[config.mk]
export PLATFORM = sky130hd
export DESIGN_NAME = fen_position_parser
export DESIGN_NICKNAME = d
export VERILOG_FILES = /design/src/hw/rtl/fpp_pkg.sv /design/src/hw/rtl/fen_position_parser.sv /design/src/hw/rtl/fpp_step.sv
export VERILOG_INCLUDE_DIRS = /design/src /design/src/hw/rtl
export SDC_FILE = /design/constraint.sdc
export NUM_CORES = 1
export LEC_CHECK = 0
export BUFFER_PORTS_ARGS = -buffer_cell sky130_fd_sc_hd__buf_2
export CAP_MARGIN = 10
export CORE_ASPECT_RATIO = 2
export CORE_MARGIN = 2
export CORE_UTILIZATION = 35
export CTS_CLUSTER_SIZE = 12
export DETAILED_ROUTE_END_ITERATION = 10
export PLACE_DENSITY = 0.61
export RECOVER_POWER = 25
export SLEW_MARGIN = 20
export SYNTH_ARGS = -nofsm -noshare
export SYNTH_HDL_FRONTEND = slang
export SYNTH_SLANG_ARGS = --single-unit
[constraint.sdc]
create_clock -name clk -period 6.2 [get_ports clk]
set_input_delay 1.24 -clock clk [delete_from_list [all_inputs] [get_ports clk]]
set_output_delay 1.24 -clock clk [all_outputs]
set_load 0.01 [all_outputs]
[src/hw/rtl/fen_position_parser_defines.svh]
// Assertion macros shared by the FEN parser RTL.
// Each macro expects clk and rst_n in scope.
`ifndef FEN_POSITION_PARSER_DEFINES_SVH
`define FEN_POSITION_PARSER_DEFINES_SVH

// Same-cycle implication, checked outside reset.
`define FPP_ASSERT_NOW(label, ante, cons, msg) \
    label: assert property (@(posedge clk) disable iff (!rst_n) (ante) |-> (cons)) \
        else $error(msg);

// Next-cycle implication, checked outside reset.
`define FPP_ASSERT_NEXT(label, ante, cons, msg) \
    label: assert property (@(posedge clk) disable iff (!rst_n) (ante) |=> (cons)) \
        else $error(msg);

`endif

[src/hw/rtl/fpp_pkg.sv]
package fpp_pkg;

    // Board geometry
    localparam int unsigned BOARD_FILES = 8;
    localparam int unsigned BOARD_RANKS = 8;

    // Token index within the FEN string
    localparam logic [2:0] FIELD_PLACE  = 3'd0;
    localparam logic [2:0] FIELD_SIDE   = 3'd1;
    localparam logic [2:0] FIELD_CASTLE = 3'd2;
    localparam logic [2:0] FIELD_EP     = 3'd3;
    localparam logic [2:0] FIELD_HALF   = 3'd4;
    localparam logic [2:0] FIELD_FULL   = 3'd5;
    localparam logic [2:0] FIELD_EXTRA  = 3'd6;

    // Error codes reported in the summary
    localparam logic [3:0] ERR_NONE    = 4'd0;
    localparam logic [3:0] ERR_MISSING = 4'd1;
    localparam logic [3:0] ERR_RANKS   = 4'd2;
    localparam logic [3:0] ERR_WIDE    = 4'd3;
    localparam logic [3:0] ERR_PIECE   = 4'd4;
    localparam logic [3:0] ERR_SIDE    = 4'd5;
    localparam logic [3:0] ERR_CASTLE  = 4'd6;
    localparam logic [3:0] ERR_EP      = 4'd7;
    localparam logic [3:0] ERR_CLOCK   = 4'd8;

    // Result kinds
    localparam logic KIND_PLACE   = 1'b0;
    localparam logic KIND_SUMMARY = 1'b1;

    // Characters
    localparam logic [7:0] CH_SPACE = 8'h20;
    localparam logic [7:0] CH_TAB   = 8'h09;
    localparam logic [7:0] CH_CR    = 8'h0D;
    localparam logic [7:0] CH_SLASH = 8'h2F;
    localparam logic [7:0] CH_DASH  = 8'h2D;
    localparam logic [7:0] CH_0     = 8'h30;
    localparam logic [7:0] CH_1     = 8'h31;
    localparam logic [7:0] CH_8     = 8'h38;
    localparam logic [7:0] CH_9     = 8'h39;
    localparam logic [7:0] CH_UA    = 8'h41;
    localparam logic [7:0] CH_UZ    = 8'h5A;
    localparam logic [7:0] CH_UK    = 8'h4B;
    localparam logic [7:0] CH_UQ    = 8'h51;
    localparam logic [7:0] CH_A     = 8'h61;
    localparam logic [7:0] CH_B     = 8'h62;
    localparam logic [7:0] CH_H     = 8'h68;
    localparam logic [7:0] CH_K     = 8'h6B;
    localparam logic [7:0] CH_N     = 8'h6E;
    localparam logic [7:0] CH_P     = 8'h70;
    localparam logic [7:0] CH_Q     = 8'h71;
    localparam logic [7:0] CH_R     = 8'h72;
    localparam logic [7:0] CH_W     = 8'h77;
    localparam logic [7:0] CASE_OFS = 8'h20;

    // Piece kinds
    localparam logic [2:0] PIECE_PAWN   = 3'd0;
    localparam logic [2:0] PIECE_KNIGHT = 3'd1;
    localparam logic [2:0] PIECE_BISHOP = 3'd2;
    localparam logic [2:0] PIECE_ROOK   = 3'd3;
    localparam logic [2:0] PIECE_QUEEN  = 3'd4;
    localparam logic [2:0] PIECE_KING   = 3'd5;

    localparam logic [3:0] ROW_SAT  = 4'd15;
    localparam logic [2:0] LEN_SAT  = 3'd7;
    localparam logic [3:0] LAST_ROW = 4'(BOARD_RANKS - 1);
    localparam logic [3:0] ROW_LIM  = 4'(BOARD_RANKS);
    localparam logic [3:0] FILE_LIM = 4'(BOARD_FILES);

    // Parser state apart from the halfmove and fullmove counters
    typedef struct packed {
        logic [2:0] field_index;
        logic [3:0] row_count;
        logic [3:0] file_pos;
        logic [2:0] token_len;
        logic       side;
        logic [3:0] castle;
        logic [6:0] ep;       // bit 6 valid, low bits square or pending file
        logic [3:0] error;
        logic       dash;
    } state_t;

    typedef struct packed {
        logic        kind;
        logic [5:0]  square_index;
        logic        color;
        logic [2:0]  piece_kind;
        logic        side;
        logic [3:0]  castling;
        logic        ep_valid;
        logic [5:0]  ep_square;
        logic [15:0] halfmove;
        logic [15:0] fullmove;
        logic [3:0]  error_code;
    } result_t;

    // Map a lowercase letter to {valid, piece kind}
    function automatic logic [3:0] piece_of(input logic [7:0] lower);
        logic [3:0] r;
        begin
            case (lower)
                CH_P:    r = {1'b1, PIECE_PAWN};
                CH_N:    r = {1'b1, PIECE_KNIGHT};
                CH_B:    r = {1'b1, PIECE_BISHOP};
                CH_R:    r = {1'b1, PIECE_ROOK};
                CH_Q:    r = {1'b1, PIECE_QUEEN};
                CH_K:    r = {1'b1, PIECE_KING};
                default: r = 4'd0;
            endcase
            return r;
        end
    endfunction

    // Close the current token
    function automatic state_t finish_token(input state_t s);
        state_t n;
        begin
            n = s;
            if (s.field_index == FIELD_EP && s.token_len == 3'd1 && !s.dash
                && n.error == ERR_NONE)
            begin
                n.error = ERR_EP;
            end
            n.token_len = 3'd0;
            n.dash      = 1'b0;
            if (s.field_index < FIELD_EXTRA)
            begin
                n.field_index = s.field_index + 3'd1;
            end
            return n;
        end
    endfunction

endpackage

[src/hw/rtl/fen_position_parser.sv]
// FEN position parser. Feed the FEN text one ASCII character per beat on the
// slave side, with tlast on the final character. Each piece letter that lands
// on a board square, except one on the final character, yields a placement
// beat (tuser 0); the final character yields a summary beat (tuser 1) with
// side to move, castling rights, en passant square, both move clocks
// (saturating) and an error code, after which the parser is back in its reset
// state for the next string. The block takes one character every cycle while
// the result register is not stalled: a character goes through an input
// register and then a result register, from which any result it yields is
// offered on the master side. The parser state updates once per accepted
// character, and only a stalled result register holds the input side back.
`include "fen_position_parser_defines.svh"

module fen_position_parser
    import fpp_pkg::*;
#(
    parameter int unsigned CLOCK_BITS = 16
) (
    input  logic        clk,
    input  logic        rst_n,
    input  logic        s_tvalid,
    output logic        s_tready,
    input  logic [7:0]  s_tdata,   // ch[7:0]
    input  logic        s_tlast,   // last
    output logic        m_tvalid,
    input  logic        m_tready,
    output logic [63:0] m_tdata,   // square_index[5:0], color[6], piece_kind[9:7],
                                   // side[10], castling[14:11], ep_valid[15],
                                   // ep_square[21:16], halfmove[37:22],
                                   // fullmove[53:38], error_code[57:54], zero pad
    output logic        m_tuser    // kind
);

    logic                  in_valid_reg;
    logic [7:0]            ch_reg;
    logic                  last_reg;
    state_t                state_reg;
    state_t                state_next;
    logic [CLOCK_BITS-1:0] half_reg;
    logic [CLOCK_BITS-1:0] half_next;
    logic [CLOCK_BITS-1:0] full_reg;
    logic [CLOCK_BITS-1:0] full_next;
    logic                  out_valid_reg;
    result_t               out_reg;
    result_t               res;
    logic                  emit;
    logic                  advance;

    // Step when the result register can take whatever comes out
    assign advance  = in_valid_reg && (!out_valid_reg || m_tready);
    assign s_tready = !in_valid_reg || advance;

    fpp_step #(
        .CLOCK_BITS(CLOCK_BITS)
    ) u_step (
        .st        (state_reg),
        .half      (half_reg),
        .full      (full_reg),
        .ch        (ch_reg),
        .last      (last_reg),
        .st_next   (state_next),
        .half_next (half_next),
        .full_next (full_next),
        .emit      (emit),
        .res       (res)
    );

    // Input register
    always_ff @(posedge clk or negedge rst_n)
    begin
        if (!rst_n)
        begin
            in_valid_reg <= 1'b0;
        end
        else if (s_tready)
        begin
            in_valid_reg <= s_tvalid;
        end
    end

    always_ff @(posedge clk)
    begin
        if (s_tready && s_tvalid)
        begin
            ch_reg   <= s_tdata;
            last_reg <= s_tlast;
        end
    end

    // Parser state
    always_ff @(posedge clk or negedge rst_n)
    begin
        if (!rst_n)
        begin
            state_reg <= '0;
            half_reg  <= '0;
            full_reg  <= '0;
        end
        else if (advance)
        begin
            state_reg <= state_next;
            half_reg  <= half_next;
            full_reg  <= full_next;
        end
    end

    // Result register
    always_ff @(posedge clk or negedge rst_n)
    begin
        if (!rst_n)
        begin
            out_valid_reg <= 1'b0;
        end
        else if (advance && emit)
        begin
            out_valid_reg <= 1'b1;
        end
        else if (m_tready)
        begin
            out_valid_reg <= 1'b0;
        end
    end

    always_ff @(posedge clk)
    begin
        if (advance && emit)
        begin
            out_reg <= res;
        end
    end

    assign m_tvalid = out_valid_reg;
    assign m_tuser  = out_reg.kind;
    assign m_tdata  = {6'd0, out_reg.error_code, out_reg.fullmove, out_reg.halfmove,
                       out_reg.ep_square, out_reg.ep_valid, out_reg.castling,
                       out_reg.side, out_reg.piece_kind, out_reg.color,
                       out_reg.square_index};

    // Checks
    `FPP_ASSERT_NEXT(a_summary_resets, advance && last_reg,
        state_reg.field_index == FIELD_PLACE && state_reg.error == ERR_NONE,
        "parser state not cleared after summary")
    `FPP_ASSERT_NOW(a_file_in_range, 1'b1, state_reg.file_pos <= FILE_LIM,
        "file position beyond board")
    `FPP_ASSERT_NOW(a_placement_clean, m_tvalid && m_tuser == KIND_PLACE,
        m_tdata[57:10] == 48'd0, "placement beat carries summary fields")
    `FPP_ASSERT_NEXT(a_stall_holds, in_valid_reg && !advance,
        in_valid_reg && $stable(ch_reg) && $stable(last_reg),
        "input register lost a stalled character")

endmodule

[src/hw/rtl/fpp_step.sv]
module fpp_step
    import fpp_pkg::*;
#(
    parameter int unsigned CLOCK_BITS = 16
) (
    input  state_t                st,
    input  logic [CLOCK_BITS-1:0] half,
    input  logic [CLOCK_BITS-1:0] full,
    input  logic [7:0]            ch,
    input  logic                  last,
    output state_t                st_next,
    output logic [CLOCK_BITS-1:0] half_next,
    output logic [CLOCK_BITS-1:0] full_next,
    output logic                  emit,
    output result_t               res
);

    localparam int unsigned WIDE = CLOCK_BITS + 4;

    logic                  is_space;
    logic                  upper;
    logic [7:0]            lower;
    logic [3:0]            piece;
    logic [4:0]            file_sum;
    logic [7:0]            ch_ofs;
    logic [3:0]            final_err;
    logic [15:0]           half16;
    logic [15:0]           full16;
    logic [CLOCK_BITS-1:0] clk_in;
    logic [CLOCK_BITS-1:0] clk_upd;
    logic [WIDE-1:0]       clk_wide;
    logic                  clk_digit;
    logic [CLOCK_BITS-1:0] half_acc;
    logic [CLOCK_BITS-1:0] full_acc;

    // Times ten plus digit, saturating at the counter width
    always_comb
    begin
        clk_in   = (st.field_index == FIELD_HALF) ? half : full;
        clk_wide = ({4'd0, clk_in} << 3) + ({4'd0, clk_in} << 1)
                 + {{CLOCK_BITS{1'b0}}, ch[3:0]};
        clk_upd  = (|clk_wide[WIDE-1:CLOCK_BITS]) ? {CLOCK_BITS{1'b1}}
                                                  : clk_wide[CLOCK_BITS-1:0];
        // Clocks after this character, before any end-of-string clear
        clk_digit = (ch inside {[CH_0:CH_9]}) && !st.dash
                  && (st.field_index == FIELD_HALF || st.field_index == FIELD_FULL);
        half_acc  = (clk_digit && st.field_index == FIELD_HALF) ? clk_upd : half;
        full_acc  = (clk_digit && st.field_index == FIELD_FULL) ? clk_upd : full;
    end

    // Clamp the clocks to the 16-bit result fields, or zero-extend narrower ones
    if (CLOCK_BITS > 16)
    begin : g_clamp
        assign half16 = (|half_acc[CLOCK_BITS-1:16]) ? 16'hFFFF : half_acc[15:0];
        assign full16 = (|full_acc[CLOCK_BITS-1:16]) ? 16'hFFFF : full_acc[15:0];
    end
    else
    begin : g_extend
        assign half16 = 16'(half_acc);
        assign full16 = 16'(full_acc);
    end

    // Advance the parser by one character
    always_comb
    begin
        st_next   = st;
        half_next = half;
        full_next = full;
        emit      = 1'b0;
        res       = '0;
        final_err = ERR_NONE;
        is_space  = (ch == CH_SPACE) || (ch inside {[CH_TAB:CH_CR]});
        upper     = ch inside {[CH_UA:CH_UZ]};
        lower     = upper ? ch + CASE_OFS : ch;
        piece     = piece_of(lower);
        file_sum  = {1'b0, st.file_pos} + {1'b0, ch[3:0]};
        ch_ofs    = ch - CH_A;

        if (is_space)
        begin
            if (st.token_len != 3'd0)
            begin
                st_next = finish_token(st);
            end
        end
        else
        begin
            case (st.field_index)
                FIELD_PLACE:
                begin
                    if (ch == CH_SLASH)
                    begin
                        if (st.row_count < ROW_SAT)
                        begin
                            st_next.row_count = st.row_count + 4'd1;
                        end
                        st_next.file_pos = 4'd0;
                    end
                    else if (ch inside {[CH_0:CH_9]})
                    begin
                        if (file_sum > {1'b0, FILE_LIM})
                        begin
                            if (st.error == ERR_NONE) st_next.error = ERR_WIDE;
                        end
                        else
                        begin
                            st_next.file_pos = file_sum[3:0];
                        end
                    end
                    else if (!piece[3])
                    begin
                        if (st.error == ERR_NONE) st_next.error = ERR_PIECE;
                    end
                    else if (st.file_pos >= FILE_LIM)
                    begin
                        if (st.error == ERR_NONE) st_next.error = ERR_WIDE;
                    end
                    else
                    begin
                        st_next.file_pos = st.file_pos + 4'd1;
                        if (st.row_count < ROW_LIM && !last)
                        begin
                            emit             = 1'b1;
                            res.kind         = KIND_PLACE;
                            res.square_index = {3'(LAST_ROW - st.row_count),
                                                st.file_pos[2:0]};
                            res.color        = !upper;
                            res.piece_kind   = piece[2:0];
                        end
                    end
                end
                FIELD_SIDE:
                begin
                    if (st.token_len == 3'd0 && ch == CH_W)
                    begin
                        st_next.side = 1'b0;
                    end
                    else if (st.token_len == 3'd0 && ch == CH_B)
                    begin
                        st_next.side = 1'b1;
                    end
                    else if (st.error == ERR_NONE)
                    begin
                        st_next.error = ERR_SIDE;
                    end
                end
                FIELD_CASTLE:
                begin
                    if (ch == CH_DASH)
                    begin
                        if (st.token_len != 3'd0)
                        begin
                            if (st.error == ERR_NONE) st_next.error = ERR_CASTLE;
                        end
                        else
                        begin
                            st_next.dash = 1'b1;
                        end
                    end
                    else if (ch inside {CH_UK, CH_UQ, CH_K, CH_Q})
                    begin
                        if (st.dash)
                        begin
                            if (st.error == ERR_NONE) st_next.error = ERR_CASTLE;
                        end
                        else
                        begin
                            st_next.castle[0] = st.castle[0] | (ch == CH_UK);
                            st_next.castle[1] = st.castle[1] | (ch == CH_UQ);
                            st_next.castle[2] = st.castle[2] | (ch == CH_K);
                            st_next.castle[3] = st.castle[3] | (ch == CH_Q);
                        end
                    end
                    else if (st.error == ERR_NONE)
                    begin
                        st_next.error = ERR_CASTLE;
                    end
                end
                FIELD_EP:
                begin
                    if (st.token_len == 3'd0)
                    begin
                        if (ch == CH_DASH)
                        begin
                            st_next.dash = 1'b1;
                        end
                        else if (ch inside {[CH_A:CH_H]})
                        begin
                            st_next.ep = {4'd0, ch_ofs[2:0]};
                        end
                        else if (st.error == ERR_NONE)
                        begin
                            st_next.error = ERR_EP;
                        end
                    end
                    else if (st.token_len == 3'd1 && !st.dash
                             && (ch inside {[CH_1:CH_8]}))
                    begin
                        st_next.ep = {1'b1, 3'(ch - CH_1), st.ep[2:0]};
                    end
                    else if (st.error == ERR_NONE)
                    begin
                        st_next.error = ERR_EP;
                    end
                end
                FIELD_HALF, FIELD_FULL:
                begin
                    if (ch == CH_DASH)
                    begin
                        if (st.token_len != 3'd0)
                        begin
                            if (st.error == ERR_NONE) st_next.error = ERR_CLOCK;
                        end
                        else
                        begin
                            st_next.dash = 1'b1;
                        end
                    end
                    else if (ch inside {[CH_0:CH_9]})
                    begin
                        if (st.dash)
                        begin
                            if (st.error == ERR_NONE) st_next.error = ERR_CLOCK;
                        end
                        else if (st.field_index == FIELD_HALF)
                        begin
                            half_next = clk_upd;
                        end
                        else
                        begin
                            full_next = clk_upd;
                        end
                    end
                    else if (st.error == ERR_NONE)
                    begin
                        st_next.error = ERR_CLOCK;
                    end
                end
                default:
                begin
                    st_next.error = st.error;
                end
            endcase
            if (st.token_len < LEN_SAT)
            begin
                st_next.token_len = st.token_len + 3'd1;
            end
        end

        // Close out the string and emit the summary
        if (last)
        begin
            if (st_next.token_len != 3'd0)
            begin
                st_next = finish_token(st_next);
            end
            if (st_next.field_index < FIELD_EP)
            begin
                final_err = ERR_MISSING;
            end
            else if (st_next.row_count != LAST_ROW)
            begin
                final_err = ERR_RANKS;
            end
            else
            begin
                final_err = st_next.error;
            end
            emit           = 1'b1;
            res            = '0;
            res.kind       = KIND_SUMMARY;
            res.side       = st_next.side;
            res.castling   = st_next.castle;
            res.ep_valid   = st_next.ep[6];
            res.ep_square  = st_next.ep[6] ? st_next.ep[5:0] : 6'd0;
            res.halfmove   = half16;
            res.fullmove   = full16;
            res.error_code = final_err;
            st_next        = '0;
            half_next      = '0;
            full_next      = '0;
        end
    end

endmodule

# ---- Yosys cells after proc, flatten, opt, wreduce, memory -nomap -nowiden
# Cells that the tools add are included.
dict set report op_classes {
  n_eq_ne 28
  reduce_logical 53
  n_lt_le_gt_ge 18
  addsub 12
  mux 99
  bitwise_logic 8
}
# operator count
set op_table {}
lappend op_table {{$mux 16} 18}
lappend op_table {{$mux 4} 36}
lappend op_table {{$mux 31} 4}
lappend op_table {{$eq 8x7->1 const B} 12}
lappend op_table {{$mux 11} 8}
lappend op_table {{$mux 28} 1}
lappend op_table {{$eq 8x6->1 const B} 3}
lappend op_table {{$pmux 4 s6} 1}
lappend op_table {{$logic_and 1x1->1} 23}
lappend op_table {{$mux 7} 3}
lappend op_table {{$add 19x17->20} 1}
lappend op_table {{$add 20x4->20} 1}
lappend op_table {{$pmux 4 s5} 1}
lappend op_table {{$mux 1} 18}
lappend op_table {{$ge 8x6->1 const B} 2}
lappend op_table {{$ge 8x7->1 const B} 2}
lappend op_table {{$le 8x6->1 const B} 2}
lappend op_table {{$le 8x7->1 const B} 2}
lappend op_table {{$mux 8} 2}
lappend op_table {{$reduce_and 7->1} 2}
lappend op_table {{$mux 3} 4}
lappend op_table {{$mux 10} 1}
lappend op_table {{$add 3x1->3 const B} 3}
lappend op_table {{$eq 3x1->1 const B} 3}
lappend op_table {{32 further kinds} 65}
dict set report totals {
  word_cells 246
  ff_bits 133
  input_bits 13
}

# ---- Depth between registers and ports, before layout
# Gate-level depths: netlist of run 1.
dict set report logic_depth {
  word_depth 20
  depth_mapped 17
  ltp_nobuf 16
}

# ---- Modules after synthesis
# From an unflattened synthesis of run 1, not the netlist that was laid out.
dict set report unflattened {
  cells_unflattened 828
  area_unflattened_um2 8894.8
}
# mod cells_each seq_area_each_um2 area_per_inst_um2 instances
set modules_own_cells {}
lappend modules_own_cells {fen_position_parser 218 3668.5 4778.3 1}
lappend modules_own_cells {fpp_step 610 0.0 4116.4 1}

# ---- Least setup slack after synthesis of run 1
# Ideal clock, no wire load.
dict set report synth_timing {
  path_kind {register -> register}
  startpoint {reg ch_reg[1]}
  endpoint {reg out_reg, in the netlist m_tdata[0], enable pin}
  setup_time_ns 0.495
  arrival_ns 5.106
  period_less_slack_ns 5.601
  path_stages_with_launch 11
  slack_ns 0.599
  cell_sequence {edfxtp_1 > inv_1 > ha_1 > xnor2_1 > o211ai_1 > nand2_1 > nor2_1 > nand3_1 > nor3_1 > nand2_1 > a21oi_1}
}
dict set report synth_via {
  elab_chain_len 12
}
# item line
set synth_lines {}
lappend synth_lines {{from (decl)} fen_position_parser.sv:35} ;# logic [7:0] ch_reg;
lappend synth_lines {{from (signal assigned)} fen_position_parser.sv:85} ;# ch_reg <= s_tdata;
lappend synth_lines {{$ge 8x7->1 / $le 8x7->1 (equally long branches)} fpp_step.sv:73} ;# upper = ch inside {[CH_UA:CH_UZ]};
lappend synth_lines {{$logic_and 1x1->1} fpp_step.sv:73}
lappend synth_lines {{$mux 8} fpp_step.sv:74} ;# lower = upper ? ch + CASE_OFS : ch;
lappend synth_lines {{$eq 8x7->1} fpp_pkg.sv:101} ;# case (lower)
lappend synth_lines {{$pmux 4 s6} fpp_pkg.sv:101}
lappend synth_lines {{$mux 1} fpp_step.sv:110} ;# else if (!piece[3])
lappend synth_lines {{$mux 1} fpp_step.sv:99} ;# else if (ch inside {[CH_0:CH_9]})
lappend synth_lines {{$mux 1} fpp_step.sv:91} ;# if (ch == CH_SLASH)
lappend synth_lines {{$mux 1} fpp_step.sv:88} ;# case (st.field_index)
lappend synth_lines {{$mux 1 *} fpp_step.sv:79} ;# if (is_space)
lappend synth_lines {{$mux 1 *} fpp_step.sv:251} ;# if (last)
lappend synth_lines {{$logic_and 1x1->1 *} fen_position_parser.sv:126} ;# if (advance && emit)
lappend synth_lines {{to (signal assigned)} fen_position_parser.sv:128} ;# out_reg <= res;
lappend synth_lines {{to (decl)} fen_position_parser.sv:44} ;# result_t out_reg;
# Mark *: on every way between the ends. The rest lies on a longest branch, timed or not.
# A chain may end at the register's enable or synchronous reset.

# ---- Worst setup path after layout of run 1
dict set report layout_timing {
  startpoint {reg state_reg[29] (netlist bit)}
  endpoint {reg out_reg, in the netlist m_tdata[30], data pin}
}
dict set report layout_via {
  elab_chain_len 7
}
# item line
set layout_lines {}
lappend layout_lines {{from (decl)} fen_position_parser.sv:37} ;# state_t state_reg;
lappend layout_lines {{from (signal assigned)} fen_position_parser.sv:101} ;# state_reg <= state_next;
lappend layout_lines {{$eq 3x3->1} {fpp_step.sv:39, fpp_step.sv:46, fpp_step.sv:47}}
lappend layout_lines {{$mux 16} fpp_step.sv:39} ;# clk_in = (st.field_index == FIELD_HALF) ? half : full;
lappend layout_lines {{$add 19x17->20} fpp_step.sv:40} ;# clk_wide = ({4'd0, clk_in} << 3) + ({4'd0, clk_in} << 1)
lappend layout_lines {{$add 20x4->20} fpp_step.sv:41} ;# + {{CLOCK_BITS{1'b0}}, ch[3:0]};
lappend layout_lines {{$reduce_or 4->1} fpp_step.sv:42} ;# clk_upd = (|clk_wide[WIDE-1:CLOCK_BITS]) ? {CLOCK_BITS{1'b1}}
lappend layout_lines {{$mux 16} fpp_step.sv:42}
lappend layout_lines {{$mux 16 *} fpp_step.sv:47} ;# half_acc = (clk_digit && st.field_index == FIELD_HALF) ? clk_upd : half;
# Marks and branches as above.

==> impl_results.md, run 1 <==
- Cell accounting for the most synthesized area: edfxtp_1
- Crit path kind: flip-flop to flip-flop
- Pre-antenna DRT Iters: 5
- Antenna violations before repair: 0
- Reg2reg start: state_reg[29]$_DFFE_PN0P_
- Final HPWL DP: 18100 µm
- Most common cell after layout, fill and taps aside: o21ai_0
- First-pass GRT wire length: 39000 µm
- Num CTS Buffers: 17
- Worst setup path start: state_reg[29]$_DFFE_PN0P_
- Total Neg Setup Slack: 0 ps
- Largest net degree at the start of global routing: 66
- Fin. Hold Viols: 0
- Die area: 24800 µm²
- CTS H-tree depth: 4
- Hold path depth: 2
- Max-Cap Viols: 2
- CTS root buffer: clkbuf_16
- Commonest non-fill, non-tap cells in the layout: 90 x o21ai_0, 81 x nand2_1, 76 x a21oi_1, 71 x buf_2, 68 x edfxtp_1
- Gate Count Post-Synth: 839
- Post-CTS Hold Buffers: 0
- Max reg flops: 58
- Core area: 23100 µm²
- Row Count: 79
- Unique masters post-synth: 78
- Final period util: 0.819
- Die Ht: 221 µm
- Number of global-route vias before repair: 7333
- Routed wire length per instance: 21.0 µm
- Dpl cells: 1166
- VDD IR-drop max: 0.164 mV
- Seq/Total Area, Yosys: 0.446
- Final global-route overflow total: 0
- Failing checks: capacitance limit, slew limit
- Hold Crit Class: flip-flop to flip-flop
- Synth top area share: 0.249
- Multiplexer share of the synthesized area: 0.0257
- Synth Area in Compound Gates: 0.211
- Hold path startpoint: state_reg[8]$_DFFE_PN0P_
- CP max FO: 17
- Synth Area in XOR/XNOR: 0.0181
- DR vias/cell: 5.82
- Worst-margin pin slew: 3870 ps
- Iter 0 DRT Violations: 394
- Final Max Slew Viols: 120
- Final WL: 25100 µm
- DRC Markers: 0
- Share of cells above drive strength 1: 0.174
- Initial Util: 0.355
- Final setup fails: 0
- Synth async-reset ratio: 0.489
- Power Density: 271 nW/µm²
- Worst setup EP type: flip-flop
- Clock skew: 10.8 ps
- Skew-Pair Late Insertion Delay: 440 ps
- Crit path DAT: 5250 ps
- Simple-Gate Fraction of Synth Area: 0.169
- Total GRT Usage: 0.207
- Clock Path Buffers: 2
- Mapped Area: 8220 µm²
- Syn Area/Cell: 9.79 µm²
- IO Pins: 80
- Post-synth EDFFs: 68
- Post-CTS Setup Inserts: 0
- Largest family of logic cells by synthesized area: compound AO/OA/AOI/OAI gates
- Outcome: finished, violations left
- Max Clk Rate: 197 MHz
- Worst R2R Path Depth: 16
- CTS tree: built
- Synth area leaders: edfxtp_1 25%, dfrtp_1 20%, ha_1 8.5%
- Die width: 112 µm
- Post-DRT Antenna Nets: 0
- Antenna Cells: 0
- Area Growth Syn to Fin: 15.3%
- Port bufs: 73
- Register bit total from synthesis: 133
- Slew headroom: -1.58
- Crit path time final: 5070 ps
- Layout Cells excl Fill: 1198
- Startpoint types: flip-flop
- Via Count: 6971
- Clk pin slew, worst setup/hold paths: 60 ps
- CP required: 6370 ps
- Adder-cell share of the synthesized area: 0.0926
- Pleak: 0.00407 µW
- Most used DFF post-synth: edfxtp_1
- Clock tree sinks: 133
- Gpl congestion: 0.975
- NumNets Final: 974
- Syn. warnings: 0
- Cts repair resizes: 0
- RSZ-0062 raised after global routing: false
[final timing paths]
path / slack (ps) / endpoint
worst max-delay path: 1130 / m_tdata[30]$_SDFFCE_PN0P_
worst min-delay path: 500 / state_reg[8]$_DFFE_PN0P_
min in group asynchronous: 2240 / half_reg[3]$_DFFE_PN0P_
max in group asynchronous: 1770 / state_reg[25]$_DFFE_PN0P_
worst max register to register: 1130 / m_tdata[30]$_SDFFCE_PN0P_
worst min register to register: 500 / state_reg[8]$_DFFE_PN0P_
[metal layers]
| layer | wire, µm | vias to the layer above | GRT usage |
|---|---|---|---|
| li1 | - | 3251 | - |
| met1 | 8290 | 3376 | 0.188 |
| met2 | 14100 | 242 | 0.401 |
| met3 | 925 | 102 | 0.0356 |
| met4 | 1790 | 0 | 0.151 |
| met5 | 0 | - | 0 |
[through the flow]
| step | util | hold WS, ps | setup WS [ps] | power [µW] | cell area [µm²] |
|---|---|---|---|---|---|
| 2_1_floorplan | - | 424 | 599 | 1370 | 8240 |
| 3_3_place_gp | 0.383 | 463 | 1290 | 1510 | 8860 |
| 3_5_place_dp | 0.383 | 477 | 1150 | 1510 | 8860 |
| 4_1_cts | 0.410 | 493 | 1140 | 2580 | 9480 |
| 5_1_grt | 0.410 | 525 | 782 | 2660 | 9480 |
| 6_report | 0.410 | 495 | 1130 | 2570 | 9480 |
[worst max-delay path: stages, from the launching register on]
cell and delay, ps:
dfrtp_1 460, inv_1 150, ha_1 310, nand2_2 340, mux2_2 350, inv_1 50
fa_1 470, inv_1 70, fa_1 470, a211oi_1 350, o21ai_1 170, nand2_1 110
o21ai_1 120, mux2i_1 150, a211o_1 560, nor3_1 540, a21oi_1 120
[cell families (layout without fill, tap and decap cells)]
logic type	after synthesis	after routing
adders and majority gates	59	59
other	1	6
DFF	133	133
AOI/OAI and AO/OA	279	279
and+or+nand+nor	263	263
buffers and inverters	68	139
muxes	19	19
xor gates and xnor gates	17	17
[Yosys cell counts (all sizes together), types with 6 or more instances]
cell,count
o21ai,100
nand2,82
a21oi,77
edfxtp,68
dfrtp,65
ha,56
nor2,51
nor3,31
clkbuf,26
inv,22
buf,20
nand2b,16
a211oi,15
mux2,14
nand3,14
a31oi,13
xnor2,12
and2,11
a21o,10
nor4,9
o211ai,9
nand3b,8
o21bai,8
and3,7
nor3b,7
a22o,6
[report_power, final]
part           leakage, µW  internal, µW  switching, µW  total [µW]
Sequential         0.00156           981           65.3        1050
Clock             0.000292           664            397        1060
Combinational      0.00222           161            296         457
Total              0.00407          1810            758        2570
[cell type report]
class	instances	area [µm²]
inverters	22	82.6
well taps	283	354
flip-flops and latches	133	3670
multi-input cells	643	4290
clock buffers	21	470
repair buffers	85	458
fillers	2299	13700
clock inverters	11	148
No activity file was read; power rests on OpenSTA's default activity.
==> inputs of run 2 (changes only) <==
--- a/config.mk
+++ b/config.mk
@@ -13,7 +13,7 @@
 export CORE_UTILIZATION = 35
 export CTS_CLUSTER_SIZE = 12
 export DETAILED_ROUTE_END_ITERATION = 10
-export PLACE_DENSITY = 0.61
+export PLACE_DENSITY = 0.63
 export RECOVER_POWER = 25
 export SLEW_MARGIN = 20
 export SYNTH_ARGS = -nofsm -noshare
==> constraint.sdc (replaced) <==
create_clock -name clk -period 4.6 [get_ports clk]
set_input_delay 0.92 -clock clk [delete_from_list [all_inputs] [get_ports clk]]
set_output_delay 0.92 -clock clk [all_outputs]
set_load 0.01 [all_outputs]
==> impl_results.md, run 2 (synthesis gave the netlist of run 1 again) <==
- DRC Markers: 0 (unchanged)
- Comb pwr share: 0.182 (was 0.178)
- Final HPWL DP: 18700 µm (was 18100 µm)
- Pre-antenna DRT Iters: 5 (unchanged)
- CTS root buffer: clkbuf_16 (unchanged)
- Post-CTS Hold Buffers: 0 (unchanged)
- Via Count: 6980 (was 6971)
- Final setup fails: 0 (unchanged)
- Clock Path Buffers: 2 (unchanged)
- R2R Setup Slk: 300 ps (was 1130 ps)
- Antenna Cells: 0 (unchanged)
- Worst-margin pin slew: 1950 ps (was 3870 ps)
- Initial Util: 0.355 (unchanged)
- Gpl congestion: 0.962 (was 0.975)
- IO Pins: 80 (unchanged)
- Antenna violations before repair: 0 (unchanged)
- Final global-route overflow total: 0 (unchanged)
- Hold Crit Class: flip-flop to flip-flop (unchanged)
- Worst setup EP type: flip-flop (unchanged)
- First-pass GRT wire length: 38600 µm (was 39000 µm)
- Final setup margin: 299 ps (was 1130 ps)
- Hold path startpoint: state_reg[8]$_DFFE_PN0P_ (unchanged)
- Net Switching: 1040 µW (was 758 µW)
- Die Ht: 221 µm (unchanged)
- Die width: 112 µm (unchanged)
- Routed wire length per instance: 20.3 µm (was 21.0 µm)
- Outcome: finished, violations left (unchanged)
- Hold path depth: 2 (unchanged)
- Internal: 2400 µW (was 1810 µW)
- Iter 0 DRT Violations: 432 (was 394)
- Clk pin slew, worst setup/hold paths: 60 ps (about the same)
- Power Density: 355 nW/µm² (was 271 nW/µm²)
- Max-Cap Viols: 2 (unchanged)
- Clock skew: 9.08 ps (was 10.8 ps)
- Pleak: 0.00420 µW (was 0.00407 µW)
- Port bufs: 73 (unchanged)
- Largest net degree at the start of global routing: 35 (was 66)
- Skew-Pair Late Insertion Delay: 440 ps (about the same)
- Worst R2R End: m_tdata[41]$_SDFFCE_PN0P_ (was m_tdata[30]$_SDFFCE_PN0P_)
- Fin util: 0.419 (was 0.410)
- Layout Cells excl Fill: 1219 (was 1198)
- Worst setup path start: state_reg[28]$_DFFE_PN0P_ (was state_reg[29]$_DFFE_PN0P_)
- Fin. Hold Viols: 0 (unchanged)
- Crit path kind: flip-flop to flip-flop (unchanged)
- Max reg flops: 58 (unchanged)
- Startpoint types: flip-flop (unchanged)
- CTS H-tree depth: 4 (unchanged)
- CP required: 4750 ps (was 6370 ps)
- Final period util: 0.935 (was 0.819)
- Post-DRT Antenna Nets: 0 (unchanged)
- Final Max Slew Viols: 68 (was 120)
- Crit path time final: 4300 ps (was 5070 ps)
- Number of global-route vias before repair: 7264 (was 7333)
- Net switching fraction of the power: 0.303 (was 0.296)
- Failing checks: capacitance limit, slew limit (unchanged)
- Most common cell after layout, fill and taps aside: o21ai_0 (unchanged)
- Total GRT Usage: 0.204 (was 0.207)
- Hold endpoint: state_reg[8]$_DFFE_PN0P_ (unchanged)
- Pre-CTS setup slack: 29.7 ps (was 1150 ps)
- Dpl cells: 1187 (was 1166)
- Die area: 24800 µm² (unchanged)
- DR vias/cell: 5.73 (was 5.82)
- Clock share of power: 0.410 (was 0.414)
- Max Clk Rate: 233 MHz (was 197 MHz)
- Num CTS Buffers: 17 (unchanged)
- Clock tree sinks: 133 (unchanged)
- Row Count: 79 (unchanged)
- Commonest non-fill, non-tap cells in the layout: 90 x o21ai_0, 81 x nand2_1, 76 x a21oi_1, 72 x buf_2, 68 x edfxtp_1 (was 90 x o21ai_0, 81 x nand2_1, 76 x a21oi_1, 71 x buf_2, 68 x edfxtp_1)
- Crit path DAT: 4450 ps (was 5250 ps)
- CP max FO: 12 (was 17)
- Slew headroom: -0.300 (was -1.58)
- Worst R2R Path Depth: 16 (unchanged)
- VDD IR-drop max: 0.243 mV (was 0.164 mV)
- NumNets Final: 995 (was 974)
- Reg2reg start: state_reg[28]$_DFFE_PN0P_ (was state_reg[29]$_DFFE_PN0P_)
- CTS tree: built (unchanged)
- Area Growth Syn to Fin: 17.9% (was 15.3%)
- Part of the power in registers: 0.409 (was 0.408)
- Core area: 23100 µm² (unchanged)
- Share of cells above drive strength 1: 0.201 (was 0.174)
- Final WL: 24700 µm (was 25100 µm)
run 2: cell count changes in the layout (fill, tap and decap cells not counted), sizes merged:
cell      change
bufinv        -1
clkinvlp      -2
clkbuf        -3
inv           +2
buf          +23
clkinv        +2
run 2: what timing repair did:
item / in CTS / in global routing
gates resized for setup: 0 / 10
setup buffers: 0 / 0
setup endpoints to repair: 0 / 54
hold endpoints to repair: 0 / 0
run 2: power groups by stage:
| stage | logic [µW] | registers, µW | clock network (µW) |
|---|---|---|---|
| 6_report | 625 | 1400 | 1410 |
| 5_1_grt | 689 | 1410 | 1470 |
| 4_1_cts | 620 | 1400 | 1420 |
| 3_5_place_dp | 617 | 1430 | 0 |
| 3_3_place_gp | 608 | 1430 | 0 |
| 2_1_floorplan | 436 | 1410 | 0 |
run 2: worst max-delay path by stage:
| stage | to | slack [ps] |
|---|---|---|
| 3_3_place_gp | m_tdata[42]$_SDFFCE_PN0P_ | 220 |
| 2_1_floorplan | m_tdata[32]$_SDFFCE_PN0P_ | 80 |
| 4_1_cts | m_tdata[42]$_SDFFCE_PN0P_ | 40 |
| 5_1_grt | m_tdata[37]$_SDFFCE_PN0P_ | -10 |
| 6_report | m_tdata[41]$_SDFFCE_PN0P_ | 300 |
| 3_5_place_dp | m_tdata[42]$_SDFFCE_PN0P_ | 30 |
run 2: area by class of cell:
cell class	count	area, µm²
clock buffers	20	467
multi-input cells	643	4340
flip-flops and latches	133	3670
inverters	22	82.6
repair buffers	106	637
well taps	283	354
clock inverters	12	141
fillers	2290	13400
run 2: through the flow:
step	hold slack (ps)	instance area [µm²]	total power, µW	TNS (ps)
floorplan	424	8240	1840	0
global placement	472	9030	2030	0
detailed placement	475	9030	2040	0
CTS	488	9640	3440	0
global route	530	9690	3570	-51.4
finish	485	9690	3440	0
run 2: critical path: stages (launching register included):
cell and delay [ps]:
dfrtp_1 410, inv_1 80, ha_1 220, nand2_2 180, mux2_2 390, ha_1 280, ha_1 230, fa_1 420
a211oi_1 330, o21ai_1 150, nand2_1 100, o21ai_1 140, a221oi_2 330, xnor2_2 100, buf_4 210, nor3_2 290
a21oi_1 130
run 2: layer usage:
metal  vias up  share of wire  global-route usage
met5         -              0                   0
li1       3287              -                   -
met1      3387           0.32               0.184
met4         0          0.080               0.161
met3        92          0.041              0.0323
met2       214           0.55               0.395
==> inputs of run 3 (changes only) <==
--- a/config.mk
+++ b/config.mk
@@ -11,9 +11,9 @@
 export CORE_ASPECT_RATIO = 2
 export CORE_MARGIN = 2
 export CORE_UTILIZATION = 35
-export CTS_CLUSTER_SIZE = 12
+export CTS_CLUSTER_SIZE = 14
 export DETAILED_ROUTE_END_ITERATION = 10
-export PLACE_DENSITY = 0.63
+export PLACE_DENSITY = 0.61
 export RECOVER_POWER = 25
 export SLEW_MARGIN = 20
 export SYNTH_ARGS = -nofsm -noshare
==> constraint.sdc (replaced) <==
create_clock -name clk -period 5.1 [get_ports clk]
set_input_delay 1.02 -clock clk [delete_from_list [all_inputs] [get_ports clk]]
set_output_delay 1.02 -clock clk [all_outputs]
set_load 0.01 [all_outputs]
==> impl_results.md, run 3 (synthesis gave the netlist of run 1 again) <==
- CTS root buffer: clkbuf_16 (unchanged)
- Final Max Slew Viols: 120 (was 68)
- Max Clk Rate: 208 MHz (was 233 MHz)
- Total GRT Usage: 0.208 (was 0.204)
- Final WL: 25600 µm (was 24700 µm)
- Clock share of power: 0.396 (was 0.410)
- Share of cells above drive strength 1: 0.190 (was 0.201)
- Num CTS Buffers: 17 (unchanged)
- Pre-CTS setup slack: 141 ps (was 29.7 ps)
- Most common cell after layout, fill and taps aside: o21ai_0 (unchanged)
- Net switching fraction of the power: 0.305 (was 0.303)
- Port bufs: 73 (unchanged)
- VDD IR-drop max: 0.186 mV (was 0.243 mV)
- RSZ-0062 raised after global routing: true
- Worst R2R End: m_tdata[35]$_SDFFCE_PN0P_ (was m_tdata[41]$_SDFFCE_PN0P_)
- Power Density: 318 nW/µm² (was 355 nW/µm²)
- Number of global-route vias before repair: 7094 (was 7264)
- Clock Path Buffers: 2 (unchanged)
- Antenna Cells: 0 (unchanged)
- Worst-margin pin slew: 3960 ps (was 1950 ps)
- Reg2reg start: state_reg[29]$_DFFE_PN0P_ (was state_reg[28]$_DFFE_PN0P_)
- IO Pins: 80 (unchanged)
- Via Count: 6940 (was 6980)
- Final global-route overflow total: 0 (unchanged)
- Crit path time final: 4800 ps (was 4300 ps)
- Net Switching: 924 µW (was 1040 µW)
- Failing checks: capacitance limit, slew limit (unchanged)
- Final HPWL DP: 18700 µm (about the same)
- Commonest non-fill, non-tap cells in the layout: 90 x o21ai_0, 81 x nand2_1, 76 x a21oi_1, 71 x buf_2, 68 x edfxtp_1 (was 90 x o21ai_0, 81 x nand2_1, 76 x a21oi_1, 72 x buf_2, 68 x edfxtp_1)
- Post-CTS Hold Buffers: 0 (unchanged)
- Placed Area: 8950 µm² (was 9030 µm²)
- Fill count: 2313 (was 2290)
- Hold path startpoint: state_reg[8]$_DFFE_PN0P_ (unchanged)
- Part of the power in registers: 0.417 (was 0.409)
- Pre-antenna DRT Iters: 5 (unchanged)
- CP required: 5270 ps (was 4750 ps)
- Clock tree sinks: 133 (unchanged)
- Startpoint types: flip-flop (unchanged)
- Internal: 2110 µW (was 2400 µW)
- CTS tree: built (unchanged)
- Hold endpoint: state_reg[8]$_DFFE_PN0P_ (unchanged)
- Crit path DAT: 4970 ps (was 4450 ps)
- First-pass GRT wire length: 39000 µm (was 38600 µm)
- Die Ht: 221 µm (unchanged)
- Final setup fails: 0 (unchanged)
- Initial Util: 0.355 (unchanged)
- Clk pin slew, worst setup/hold paths: 60 ps (about the same)
- Outcome: finished, violations left (unchanged)
- Fin. Hold Viols: 0 (unchanged)
- CTS H-tree depth: 4 (unchanged)
- Hold Crit Class: flip-flop to flip-flop (unchanged)
- Max-Cap Viols: 2 (unchanged)
- Antenna violations before repair: 0 (unchanged)
- Core area: 23100 µm² (unchanged)
- Final setup margin: 298 ps (was 299 ps)
- Comb pwr share: 0.187 (was 0.182)
- Clock skew: 8.84 ps (was 9.08 ps)
- Pleak: 0.00412 µW (was 0.00420 µW)
- Worst R2R Path Depth: 16 (unchanged)
- Max reg flops: 58 (unchanged)
- Iter 0 DRT Violations: 327 (was 432)
- Routed wire length per instance: 21.2 µm (was 20.3 µm)
- CP max FO: 16 (was 12)
- Design area: 9550 µm² (was 9690 µm²)
- Gpl congestion: 1.01 (was 0.962)
- Post-DRT Antenna Nets: 0 (unchanged)
- Worst setup EP type: flip-flop (unchanged)
- DR vias/cell: 5.74 (was 5.73)
- Die area: 24800 µm² (unchanged)
- Hold path depth: 2 (unchanged)
- DRC Markers: 0 (unchanged)
- Final period util: 0.942 (was 0.935)
- Die width: 112 µm (unchanged)
- Largest net degree at the start of global routing: 66 (was 35)
- Crit path kind: flip-flop to flip-flop (unchanged)
- Row Count: 79 (unchanged)
- Slew headroom: -1.64 (was -0.300)
- NumNets Final: 986 (was 995)
- R2R Setup Slk: 300 ps (about the same)
- Skew-Pair Late Insertion Delay: 430 ps (was 440 ps)
- Area Growth Syn to Fin: 16.3% (was 17.9%)
[run 3: metal layers]
metal | GRT usage | part of all wire
met1 | 0.192 | 0.33
met3 | 0.0334 | 0.032
met2 | 0.407 | 0.57
met5 | 0 | 0
met4 | 0.141 | 0.068
[run 3: area by class of cell]
cell class | count | area [µm²] | area share
Clock buffer | 19 | 433 | 0.0453
Clock inverter | 13 | 135 | 0.0141
Inverter | 22 | 82.6 | 0.00864
Multi-Input combinational cell | 643 | 4330 | 0.453
Sequential cell | 133 | 3670 | 0.384
Tap cell | 283 | 354 | 0.0371
Timing Repair Buffer | 97 | 548 | 0.0574
[run 3: power by group through the flow]
stage                     sequential [µW]  clock, µW  combinational [µW]
after global placement               1290          0                 559
after floorplan                      1270          0                 393
after detailed placement             1280          0                 562
after global routing                 1270       1260                 620
final                                1260       1200                 569
after CTS                            1260       1220                 565
[run 3: per-stage QoR]
step | hold WS (ps) | cells | TNS [ps] | total power [µW] | utilization
after CTS | 490 | 1210 | 0 | 3050 | 0.412
after detailed placement | 478 | 1178 | 0 | 1840 | 0.387
after global routing | 519 | 1210 | -44.6 | 3160 | 0.413
after floorplan | 424 | 844 | 0 | 1660 | -
after global placement | 469 | 1178 | 0 | 1840 | 0.387
final | 481 | 1210 | 0 | 3030 | 0.413
[run 3: worst max-delay path, stage by stage, from the launching register on]
cell and delay [ps]:
dfrtp_1 470, inv_1 130, ha_1 280, nand2_2 140
buf_4 190, mux2_2 360, ha_1 280, ha_1 240
fa_1 430, a211oi_1 290, o21ai_1 150, nand2_1 90
o21ai_1 170, a221oi_2 460, xnor2_4 290, nor3_2 430
a21oi_1 120
[run 3: worst max path at each step]
| stage | startpoint | endpoint | cells past startpoint |
|---|---|---|---|
| CTS | state_reg[29]$_DFFE_PN0P_ | m_tdata[26]$_SDFFCE_PN0P_ | 16 |
| global placement | state_reg[29]$_DFFE_PN0P_ | m_tdata[35]$_SDFFCE_PN0P_ | 15 |
| global route | state_reg[29]$_DFFE_PN0P_ | m_tdata[50]$_SDFFCE_PN0P_ | 16 |
| floorplan | state_reg[29]$_DFFE_PN0P_ | m_tdata[32]$_SDFFCE_PN0P_ | 17 |
| finish | state_reg[29]$_DFFE_PN0P_ | m_tdata[35]$_SDFFCE_PN0P_ | 16 |
| detailed placement | state_reg[29]$_DFFE_PN0P_ | m_tdata[30]$_SDFFCE_PN0P_ | 16 |
[run 3: timing repair]
item / 4_1_cts / 5_1_grt
setup buffers: 0 / 0
endpoints found under the setup margin: 0 / 61
resized for setup: 0 / 7
